[src/rtl/power_mode_vote_arbiter_core_macros.svh]
// Assertion helpers for the power mode vote arbiter.
// Each macro takes a label, clock, reset, antecedent, consequent and message.
`ifndef POWER_MODE_VOTE_ARBITER_CORE_MACROS_SVH
`define POWER_MODE_VOTE_ARBITER_CORE_MACROS_SVH

// Consequent must hold in the same cycle as the antecedent.
`define PVMA_ASSERT_SAME(label, clk, rst, ante, cons, msg) \
   label: assert property (@(posedge clk) disable iff (rst) (ante) |-> (cons)) \
      else $error(msg);

// Consequent must hold in the cycle after the antecedent.
`define PVMA_ASSERT_NEXT(label, clk, rst, ante, cons, msg) \
   label: assert property (@(posedge clk) disable iff (rst) (ante) |=> (cons)) \
      else $error(msg);

`endif

[src/rtl/pvma_pkg.sv]
// ----------------------------------------------------------------------------
// Power mode vote arbiter package
// Sizes, operation codes, status codes and register indexes of the arbiter.
// ----------------------------------------------------------------------------
package pvma_pkg;

   localparam int SLEEP_MODES = 8;
   localparam int RUN_MODES   = 8;
   localparam int VOTE_BITS   = 8;
   localparam int IDLE_LEVEL  = 1;
   localparam int LOCK_LEVEL  = 0;

   localparam int MODE_W   = 3;
   localparam int OP_W     = 3;
   localparam int STATUS_W = 2;
   localparam int TICKS_W  = 32;
   localparam int CSR_IDX_W  = 2;
   localparam int CSR_DATA_W = 32;

   localparam int SLEEP_IDX_W = (SLEEP_MODES > 1) ? $clog2(SLEEP_MODES) : 1;
   localparam int RUN_IDX_W   = (RUN_MODES > 1) ? $clog2(RUN_MODES) : 1;

   typedef logic [VOTE_BITS-1:0] vote_count_type;
   typedef logic [MODE_W-1:0]    mode_type;

   typedef enum logic [OP_W-1:0] {
      OP_SLEEP_REQUEST = 3'd0,
      OP_SLEEP_RELEASE = 3'd1,
      OP_RUN_REQUEST   = 3'd2,
      OP_RUN_RELEASE   = 3'd3,
      OP_IDLE_ENTRY    = 3'd4
   } op_type;

   typedef enum logic [STATUS_W-1:0] {
      STATUS_OK    = 2'd0,
      STATUS_FULL  = 2'd1,
      STATUS_EMPTY = 2'd2
   } status_type;

   typedef enum logic [CSR_IDX_W-1:0] {
      CSR_SLEEP_DEFAULT   = 2'd0,
      CSR_RUN_DEFAULT     = 2'd1,
      CSR_SLEEP_THRESHOLD = 2'd2
   } csr_index_type;

endpackage

[src/rtl/power_mode_vote_arbiter_core.sv]
// A request is captured in the input register, resolved combinationally into the
// result register and strobed from there.
// Throughput: one request per cycle; busy never rises and the result is
// strobed for one cycle, since the receiver cannot stall.
// Synchronous reset clears all vote counters, the current run mode,
// the configuration registers and the pipeline valid bits.
// ----------------------------------------------------------------------------
// Power mode vote arbiter core
// Counts sleep and run mode votes, resolves the sleep and run modes and
// picks the level for idle entry.
// ----------------------------------------------------------------------------
`include "power_mode_vote_arbiter_core_macros.svh"

module power_mode_vote_arbiter_core (
   input  logic                             clock,
   input  logic                             reset,
   input  logic                             start,
   output logic                             busy,
   input  logic [pvma_pkg::OP_W-1:0]        req_op,
   input  logic [pvma_pkg::MODE_W-1:0]      req_mode,
   input  logic [pvma_pkg::TICKS_W-1:0]     req_planned_ticks,
   output logic                             rsp_strobe,
   output logic [pvma_pkg::STATUS_W-1:0]    rsp_status,
   output logic [pvma_pkg::MODE_W-1:0]      rsp_sleep_mode,
   output logic [pvma_pkg::MODE_W-1:0]      rsp_run_mode,
   output logic                             rsp_run_changed,
   output logic                             rsp_deep_sleep,
   input  logic                             csr_write_enable,
   input  logic [pvma_pkg::CSR_IDX_W-1:0]   csr_index,
   input  logic [pvma_pkg::CSR_DATA_W-1:0]  csr_write_data
);
   import pvma_pkg::*;

   // Configuration registers.
   mode_type            sleep_default_ff;
   mode_type            run_default_ff;
   logic [TICKS_W-1:0]  sleep_threshold_ff;

   // Input register.
   logic                req_valid_ff;
   logic [OP_W-1:0]     req_op_ff;
   mode_type            req_mode_ff;
   logic [TICKS_W-1:0]  req_ticks_ff;

   // Arbiter state.
   vote_count_type      sleep_votes_ff [SLEEP_MODES];
   vote_count_type      run_votes_ff   [RUN_MODES];
   vote_count_type      sleep_votes_in [SLEEP_MODES];
   vote_count_type      run_votes_in   [RUN_MODES];
   mode_type            current_run_ff;
   mode_type            current_run_in;

   // Result register.
   logic                rsp_valid_ff;
   status_type          rsp_status_ff;
   status_type          rsp_status_in;
   mode_type            rsp_sleep_mode_ff;
   mode_type            rsp_sleep_mode_in;
   mode_type            rsp_run_mode_ff;
   logic                rsp_run_changed_ff;
   logic                rsp_deep_sleep_ff;
   logic                rsp_deep_sleep_in;

   // Decode helpers.
   logic                sleep_in_range;
   logic                run_in_range;
   logic [SLEEP_IDX_W-1:0] sleep_idx;
   logic [RUN_IDX_W-1:0]   run_idx;
   mode_type            resolved_sleep;
   mode_type            resolved_run;
   logic                force_idle;

   // The core never holds requests off.
   assign busy = 1'b0;

   // Configuration writes.
   always_ff @(posedge clock) begin
      if (reset) begin
         sleep_default_ff   <= '0;
         run_default_ff     <= '0;
         sleep_threshold_ff <= '0;
      end else if (csr_write_enable) begin
         case (csr_index_type'(csr_index))
            CSR_SLEEP_DEFAULT:   sleep_default_ff   <= csr_write_data[MODE_W-1:0];
            CSR_RUN_DEFAULT:     run_default_ff     <= csr_write_data[MODE_W-1:0];
            CSR_SLEEP_THRESHOLD: sleep_threshold_ff <= csr_write_data[TICKS_W-1:0];
            default: ;
         endcase
      end
   end

   // Capture the request.
   always_ff @(posedge clock) begin
      if (reset) begin
         req_valid_ff <= 1'b0;
      end else begin
         req_valid_ff <= start & ~busy;
      end
   end

   always_ff @(posedge clock) begin
      if (start & ~busy) begin
         req_op_ff    <= req_op;
         req_mode_ff  <= req_mode;
         req_ticks_ff <= req_planned_ticks;
      end
   end

   assign sleep_in_range = (32'(req_mode_ff) < SLEEP_MODES);
   assign run_in_range   = (32'(req_mode_ff) < RUN_MODES);
   assign sleep_idx      = SLEEP_IDX_W'(req_mode_ff);
   assign run_idx        = RUN_IDX_W'(req_mode_ff);

   // Vote counter update; full and empty counters are left alone.
   always_comb begin
      rsp_status_in = STATUS_OK;
      for (int i = 0; i < SLEEP_MODES; i++) begin
         sleep_votes_in[i] = sleep_votes_ff[i];
      end
      for (int i = 0; i < RUN_MODES; i++) begin
         run_votes_in[i] = run_votes_ff[i];
      end
      case (op_type'(req_op_ff))
         OP_SLEEP_REQUEST: begin
            if (sleep_in_range) begin
               if (sleep_votes_ff[sleep_idx] != '1) begin
                  sleep_votes_in[sleep_idx] = sleep_votes_ff[sleep_idx] + VOTE_BITS'(1);
               end else begin
                  rsp_status_in = STATUS_FULL;
               end
            end
         end
         OP_SLEEP_RELEASE: begin
            if (sleep_in_range) begin
               if (sleep_votes_ff[sleep_idx] != '0) begin
                  sleep_votes_in[sleep_idx] = sleep_votes_ff[sleep_idx] - VOTE_BITS'(1);
               end else begin
                  rsp_status_in = STATUS_EMPTY;
               end
            end
         end
         OP_RUN_REQUEST: begin
            if (run_in_range) begin
               if (run_votes_ff[run_idx] != '1) begin
                  run_votes_in[run_idx] = run_votes_ff[run_idx] + VOTE_BITS'(1);
               end else begin
                  rsp_status_in = STATUS_FULL;
               end
            end
         end
         OP_RUN_RELEASE: begin
            if (run_in_range) begin
               if (run_votes_ff[run_idx] != '0) begin
                  run_votes_in[run_idx] = run_votes_ff[run_idx] - VOTE_BITS'(1);
               end else begin
                  rsp_status_in = STATUS_EMPTY;
               end
            end
         end
         default: ;
      endcase
   end

   // Lowest voted sleep mode below the default, scanned from the top so
   // that the lowest one wins.
   always_comb begin
      resolved_sleep = sleep_default_ff;
      for (int i = SLEEP_MODES - 1; i >= 0; i--) begin
         if ((i < int'(sleep_default_ff)) && (sleep_votes_in[i] != '0)) begin
            resolved_sleep = MODE_W'(i);
         end
      end
   end

   // Highest voted run mode above the default.
   always_comb begin
      resolved_run = run_default_ff;
      for (int i = 0; i < RUN_MODES; i++) begin
         if ((i > int'(run_default_ff)) && (run_votes_in[i] != '0)) begin
            resolved_run = MODE_W'(i);
         end
      end
   end

   // Sleep level choice and run mode switch.
   assign force_idle = (32'(resolved_sleep) <= IDLE_LEVEL) ||
                       (req_ticks_ff <= sleep_threshold_ff);

   always_comb begin
      current_run_in    = current_run_ff;
      rsp_sleep_mode_in = resolved_sleep;
      rsp_deep_sleep_in = 1'b0;
      case (op_type'(req_op_ff))
         OP_RUN_REQUEST: begin
            if ((resolved_run != current_run_ff) && (32'(resolved_run) != LOCK_LEVEL)) begin
               current_run_in = resolved_run;
            end
         end
         OP_IDLE_ENTRY: begin
            current_run_in    = resolved_run;
            rsp_deep_sleep_in = ~force_idle;
            if (force_idle) begin
               rsp_sleep_mode_in = MODE_W'(IDLE_LEVEL);
            end
         end
         default: ;
      endcase
   end

   // State update.
   always_ff @(posedge clock) begin
      if (reset) begin
         for (int i = 0; i < SLEEP_MODES; i++) begin
            sleep_votes_ff[i] <= '0;
         end
         for (int i = 0; i < RUN_MODES; i++) begin
            run_votes_ff[i] <= '0;
         end
         current_run_ff <= '0;
      end else if (req_valid_ff) begin
         for (int i = 0; i < SLEEP_MODES; i++) begin
            sleep_votes_ff[i] <= sleep_votes_in[i];
         end
         for (int i = 0; i < RUN_MODES; i++) begin
            run_votes_ff[i] <= run_votes_in[i];
         end
         current_run_ff <= current_run_in;
      end
   end

   // Result register.
   always_ff @(posedge clock) begin
      if (reset) begin
         rsp_valid_ff <= 1'b0;
      end else begin
         rsp_valid_ff <= req_valid_ff;
      end
   end

   always_ff @(posedge clock) begin
      if (req_valid_ff) begin
         rsp_status_ff      <= rsp_status_in;
         rsp_sleep_mode_ff  <= rsp_sleep_mode_in;
         rsp_run_mode_ff    <= current_run_in;
         rsp_run_changed_ff <= (current_run_in != current_run_ff);
         rsp_deep_sleep_ff  <= rsp_deep_sleep_in;
      end
   end

   assign rsp_strobe      = rsp_valid_ff;
   assign rsp_status      = rsp_status_ff;
   assign rsp_sleep_mode  = rsp_sleep_mode_ff;
   assign rsp_run_mode    = rsp_run_mode_ff;
   assign rsp_run_changed = rsp_run_changed_ff;
   assign rsp_deep_sleep  = rsp_deep_sleep_ff;

   // Checks.
   `PVMA_ASSERT_NEXT(a_req_gives_rsp, clock, reset, req_valid_ff, rsp_valid_ff, "request lost")
   `PVMA_ASSERT_NEXT(a_run_holds_idle, clock, reset, !req_valid_ff, $stable(current_run_ff), "run mode moved without a request")
   `PVMA_ASSERT_SAME(a_deep_is_idle, clock, reset, rsp_valid_ff && rsp_deep_sleep_ff, (rsp_status_ff == STATUS_OK) && (32'(rsp_sleep_mode_ff) > IDLE_LEVEL), "deep sleep flag inconsistent")

endmodule

[config.mk]
export PLATFORM = sky130hd
export DESIGN_NAME = power_mode_vote_arbiter_core
export DESIGN_NICKNAME = d
export VERILOG_FILES = /design/src/rtl/pvma_pkg.sv /design/src/rtl/power_mode_vote_arbiter_core.sv
export VERILOG_INCLUDE_DIRS = /design/src /design/src/rtl
export SDC_FILE = /design/constraint.sdc
export NUM_CORES = 1
export LEC_CHECK = 0
export ABC_AREA = 0
export BUFFER_PORTS_ARGS = -buffer_cell sky130_fd_sc_hd__clkbuf_2
export CELL_PAD_IN_SITES_DETAIL_PLACEMENT = 1
export CELL_PAD_IN_SITES_GLOBAL_PLACEMENT = 2
export CORE_MARGIN = 4
export CORE_UTILIZATION = 43
export DETAILED_ROUTE_END_ITERATION = 10
export PLACE_DENSITY = 0.95
export SLEW_MARGIN = 10
export SYNTH_ARGS = -nofsm -noshare
export SYNTH_HDL_FRONTEND = slang
export SYNTH_SLANG_ARGS = --single-unit
[constraint.sdc]
create_clock -name clock -period 11.5 [get_ports clock]
set_input_delay 0.575 -clock clock [delete_from_list [all_inputs] [get_ports clock]]
set_output_delay 0.575 -clock clock [all_outputs]
set_load 0.02 [all_outputs]
==> metrics.txt <==
total clock buffers created by CTS 28; CTS tree done; antenna cells 0; Mapped Area around 0.015 mm2; clock transition at the registers of the reported paths approximately 0.060 ns; Setup crit end kind flop; initial antenna violation count 2; Synth Net Count between 1500 and 2000; FF+latch count, synth ~220; leakage 0.00595 uW; Num Clock Sinks 222; commonest non-fill, non-tap cells in the layout nor2_1 (199), nand2_1 (189), edfxtp_1 (176); combinational share of power about 26%; Avg Cell Area, Syn roughly 9 um2; reg2reg path depth 17; wire per inst about 27 um; commonest non-fill, non-tap cell in the layout nor2_1; Main synth FF type edfxtp_1; Fin Clk Skew 0.0207 ns; Largest stage delay, worst path about 0.8 ns; CTS Buffer Depth 3; Setup Viol. Count Final 0; setup_tns 0 ns; Power Internal around 1700 uW; mux contribution to synthesized area ~8.4%; Final ANT Viol Nets 0; WP buf/inv 3; drt pass-1 iters 6; final wirelength 57.7 mm; CP max stage cell mux2i_1; CP delay by family, top simple AND/OR/NAND/NOR gates; Detailed Route Iter0 Violations about 1700; Hold Path Stages 1; Buffers on Ports 86; Clock Power Share 35.6%; register area share after synthesis 41.8%; layout overhead on the synthesized area 11.7%; stages on the worst setup path 17; Root Buffer clkbuf_16; Post-DP HPWL roughly 42 mm; Die X approximately 190 um; Slew Limit Fails 0; Synth Area in Simple Gates 19.7%; H-tree depth 1; Pwr Density ~150 mW/mm2; relative slew slack 20.6%; HP Class primary input to flop; Synth Area in Compound Gates 21.6%; vias per inst 6.69; Total Nets Final about 1800; drt drc 0; Crit path required time 11.82 ns; Setup WS pre-CTS between 5 and 6 ns; FFs w/ async S/R, synth 0%; actual slew at the worst max-slew pin approximately 1.2 ns; setup ws final 5.07 ns; Total Power between 2000 and 3000 uW; data arrival time of the worst path approximately 6.8 ns; crit path launch type flop; die height around 190 um; DP Area roughly 0.016 mm2; Hold Fails Final Rpt 0; Initial Util between 40% and 50%; number of flops mapped to enable cells by yosys 176; Vias ~14000; largest net degree at the start of global routing roughly 80; final period utilization 55.9%; Final Cell Area ~0.017 mm2; clk_lat worst skew between 0.5 and 0.6 ns; Yosys cell types between 90 and 100; critical path class flop to flop; post-synthesis xor/xnor area fraction 0.885%; post-CTS resize count 0; Final Critical Period about 6.4 ns; setup repair bufs after CTS 0; Max Freq around 0.16 GHz; GRT Residual Overflow 0; GP Congestion about 1.0; Reg power frac 38.9%; Top-Level Pins between 80 and 90; core area 0.0338 mm2; Cell Rows 67; GRT Resource Usage Total 29.5%; largest family of logic cells by synthesized area compound AO/OA/AOI/OAI gates; Synth warnings 0; RSZ-0062 raised after global routing no; Sw Ratio approximately 34%; vias in the first global route between 10000 and 15000; share of layout cells above drive strength 1 between 15 and 20%; net switching power of the design 846 uW; outcome finished clean; Die ar. approximately 0.038 mm2; adder-cell area share of the yosys netlist 3.03%; Hold-fix buffers, CTS 0; Max Cap Viol 0; CP max FO 37; first-pass GRT wire length between 80 and 90 mm; VDD IR max ~0.12 mV; Cell Chain, Critical Path buf_4 > mux4_2 > mux2i_1 > inv_1 > ha_1 > inv_1 > nor3_1 > nand2_1 > nand2_1 > a32oi_1 > o22ai_1 > a21oi_1 > nand4_1 > or4_1 > nor4_1 > o221ai_1 > and2_1; cell count after synthesis 1609
[synth_stat cells (7+ instances only)]
cell	instances	share of area (%)
nor2_1	200	5.1
nand2_1	189	4.8
edfxtp_1	176	36
a21oi_1	133	4.5
clkbuf_1	76	1.9
o21ai_0	67	2.3
inv_1	52	1.3
dfxtp_1	46	6.2
nor3_1	40	1.3
ha_1	36	3.0
nand3_1	35	1.2
mux2i_1	32	2.2
a22oi_1	26	1.3
mux4_2	25	3.8
mux2_2	24	1.8
and2_1	23	0.97
nand4_1	22	0.93
o22ai_1	19	0.80
a211oi_1	18	0.91
a221oi_1	18	1.1
o21a_1	14	0.71
o221ai_1	14	0.83
nand2b_1	13	0.55
nor2b_1	13	0.55
nor4_1	13	0.55
o211ai_1	13	0.66
or2_2	13	0.55
xnor2_1	13	0.77
a22o_1	12	0.71
a31oi_1	12	0.51
and3_1	10	0.42
buf_1	10	0.25
or3_1	10	0.42
buf_4	9	0.45
o31ai_1	9	0.45
o32ai_1	9	0.53
a211o_1	8	0.47
a21o_1	8	0.40
o21ai_1	8	0.27
o31a_1	8	0.47
or4_1	7	0.35
[power by group through the flow]
stage	Sequential, uW	Combinational [uW]	Clock (uW)
6_report	976	640	892
5_1_grt	980	677	938
4_1_cts	973	618	903
3_5_place_dp	989	614	0
3_3_place_gp	987	599	0
2_1_floorplan	968	408	0
[final timing paths]
kind	startpoint	end	slack, ns
worst min register to register	sleep_threshold_ff[17]$_SDFFE_PP0P_	sleep_threshold_ff[17]$_SDFFE_PP0P_	0.46
worst max register to register	flop	rsp_sleep_mode[0]$_DFFE_PP_	5.07
worst min-delay path	req_op[1]	req_op_ff[1]$_DFFE_PP_	0.19
worst max-delay path	flop	rsp_sleep_mode[0]$_DFFE_PP_	5.07
[logic make-up (layout without fill, tap and decap cells)]
| kind of cell | after synthesis | after routing |
|---|---|---|
| fa+ha+maj | 36 | 36 |
| other cells | 1 | 1 |
| mux | 86 | 86 |
| simple gates | 623 | 623 |
| xor+xnor | 15 | 15 |
| compound gates | 468 | 468 |
| buf+inv | 158 | 227 |
| flops | 222 | 222 |
[worst register-to-register path: cells and delay by family, from the launching register on]
kind | cells | cell delay [ns]
and+or+nand+nor | 7 | 2.32
buffers and inverters | 3 | 1.04
DFF | 1 | 0.31
adders and majority gates | 1 | 0.32
muxes | 2 | 1.43
AOI/OAI and AO/OA | 4 | 0.77
[final cells by class]
class                           instances  area (um2)
Multi-Input combinational cell       1229        7980
Sequential cell                       222        6210
Timing Repair Buffer                  122         701
Clock buffer                           45         898
Clock inverter                          7        38.8
Inverter                               53         199
Fill cell                            3828       17200
Tap cell                              448         561
[routing by layer]
metal / vias up / track usage, % / routed length [um]
li1: 6197 / - / -
met1: 6988 / 40.2 / 23200
met2: 852 / 44.5 / 24800
met3: 183 / 8.31 / 6860
met4: 2 / 11.9 / 2760
met5: - / 0 / 7
[metrics by stage]
| step | hold slack, ns | instances | util, % |
|---|---|---|---|
| finish | 0.193 | 2126 | 49.1 |
| global route | 0.178 | 2126 | 49.1 |
| CTS | 0.174 | 2126 | 49.1 |
| detailed placement | 0.448 | 2074 | 46.3 |
| global placement | 0.444 | 2074 | 46.3 |
| floorplan | 0.436 | 1609 | - |
[registers in the layout (all words and copies together), names as in the netlist, named ones only]
register,count
sleep_default_ff,3
rsp_run_changed,1
rsp_strobe,1
rsp_sleep_mode,3
run_votes_ff,64
sleep_votes_ff,64
run_default_ff,3
current_run_ff,3
sleep_threshold_ff,32
req_op_ff,3
rsp_run_mode,3
rsp_status,2
rsp_deep_sleep,1
req_valid_ff,1
req_mode_ff,3
req_ticks_ff,32
Power figures use the tool's default switching activity.
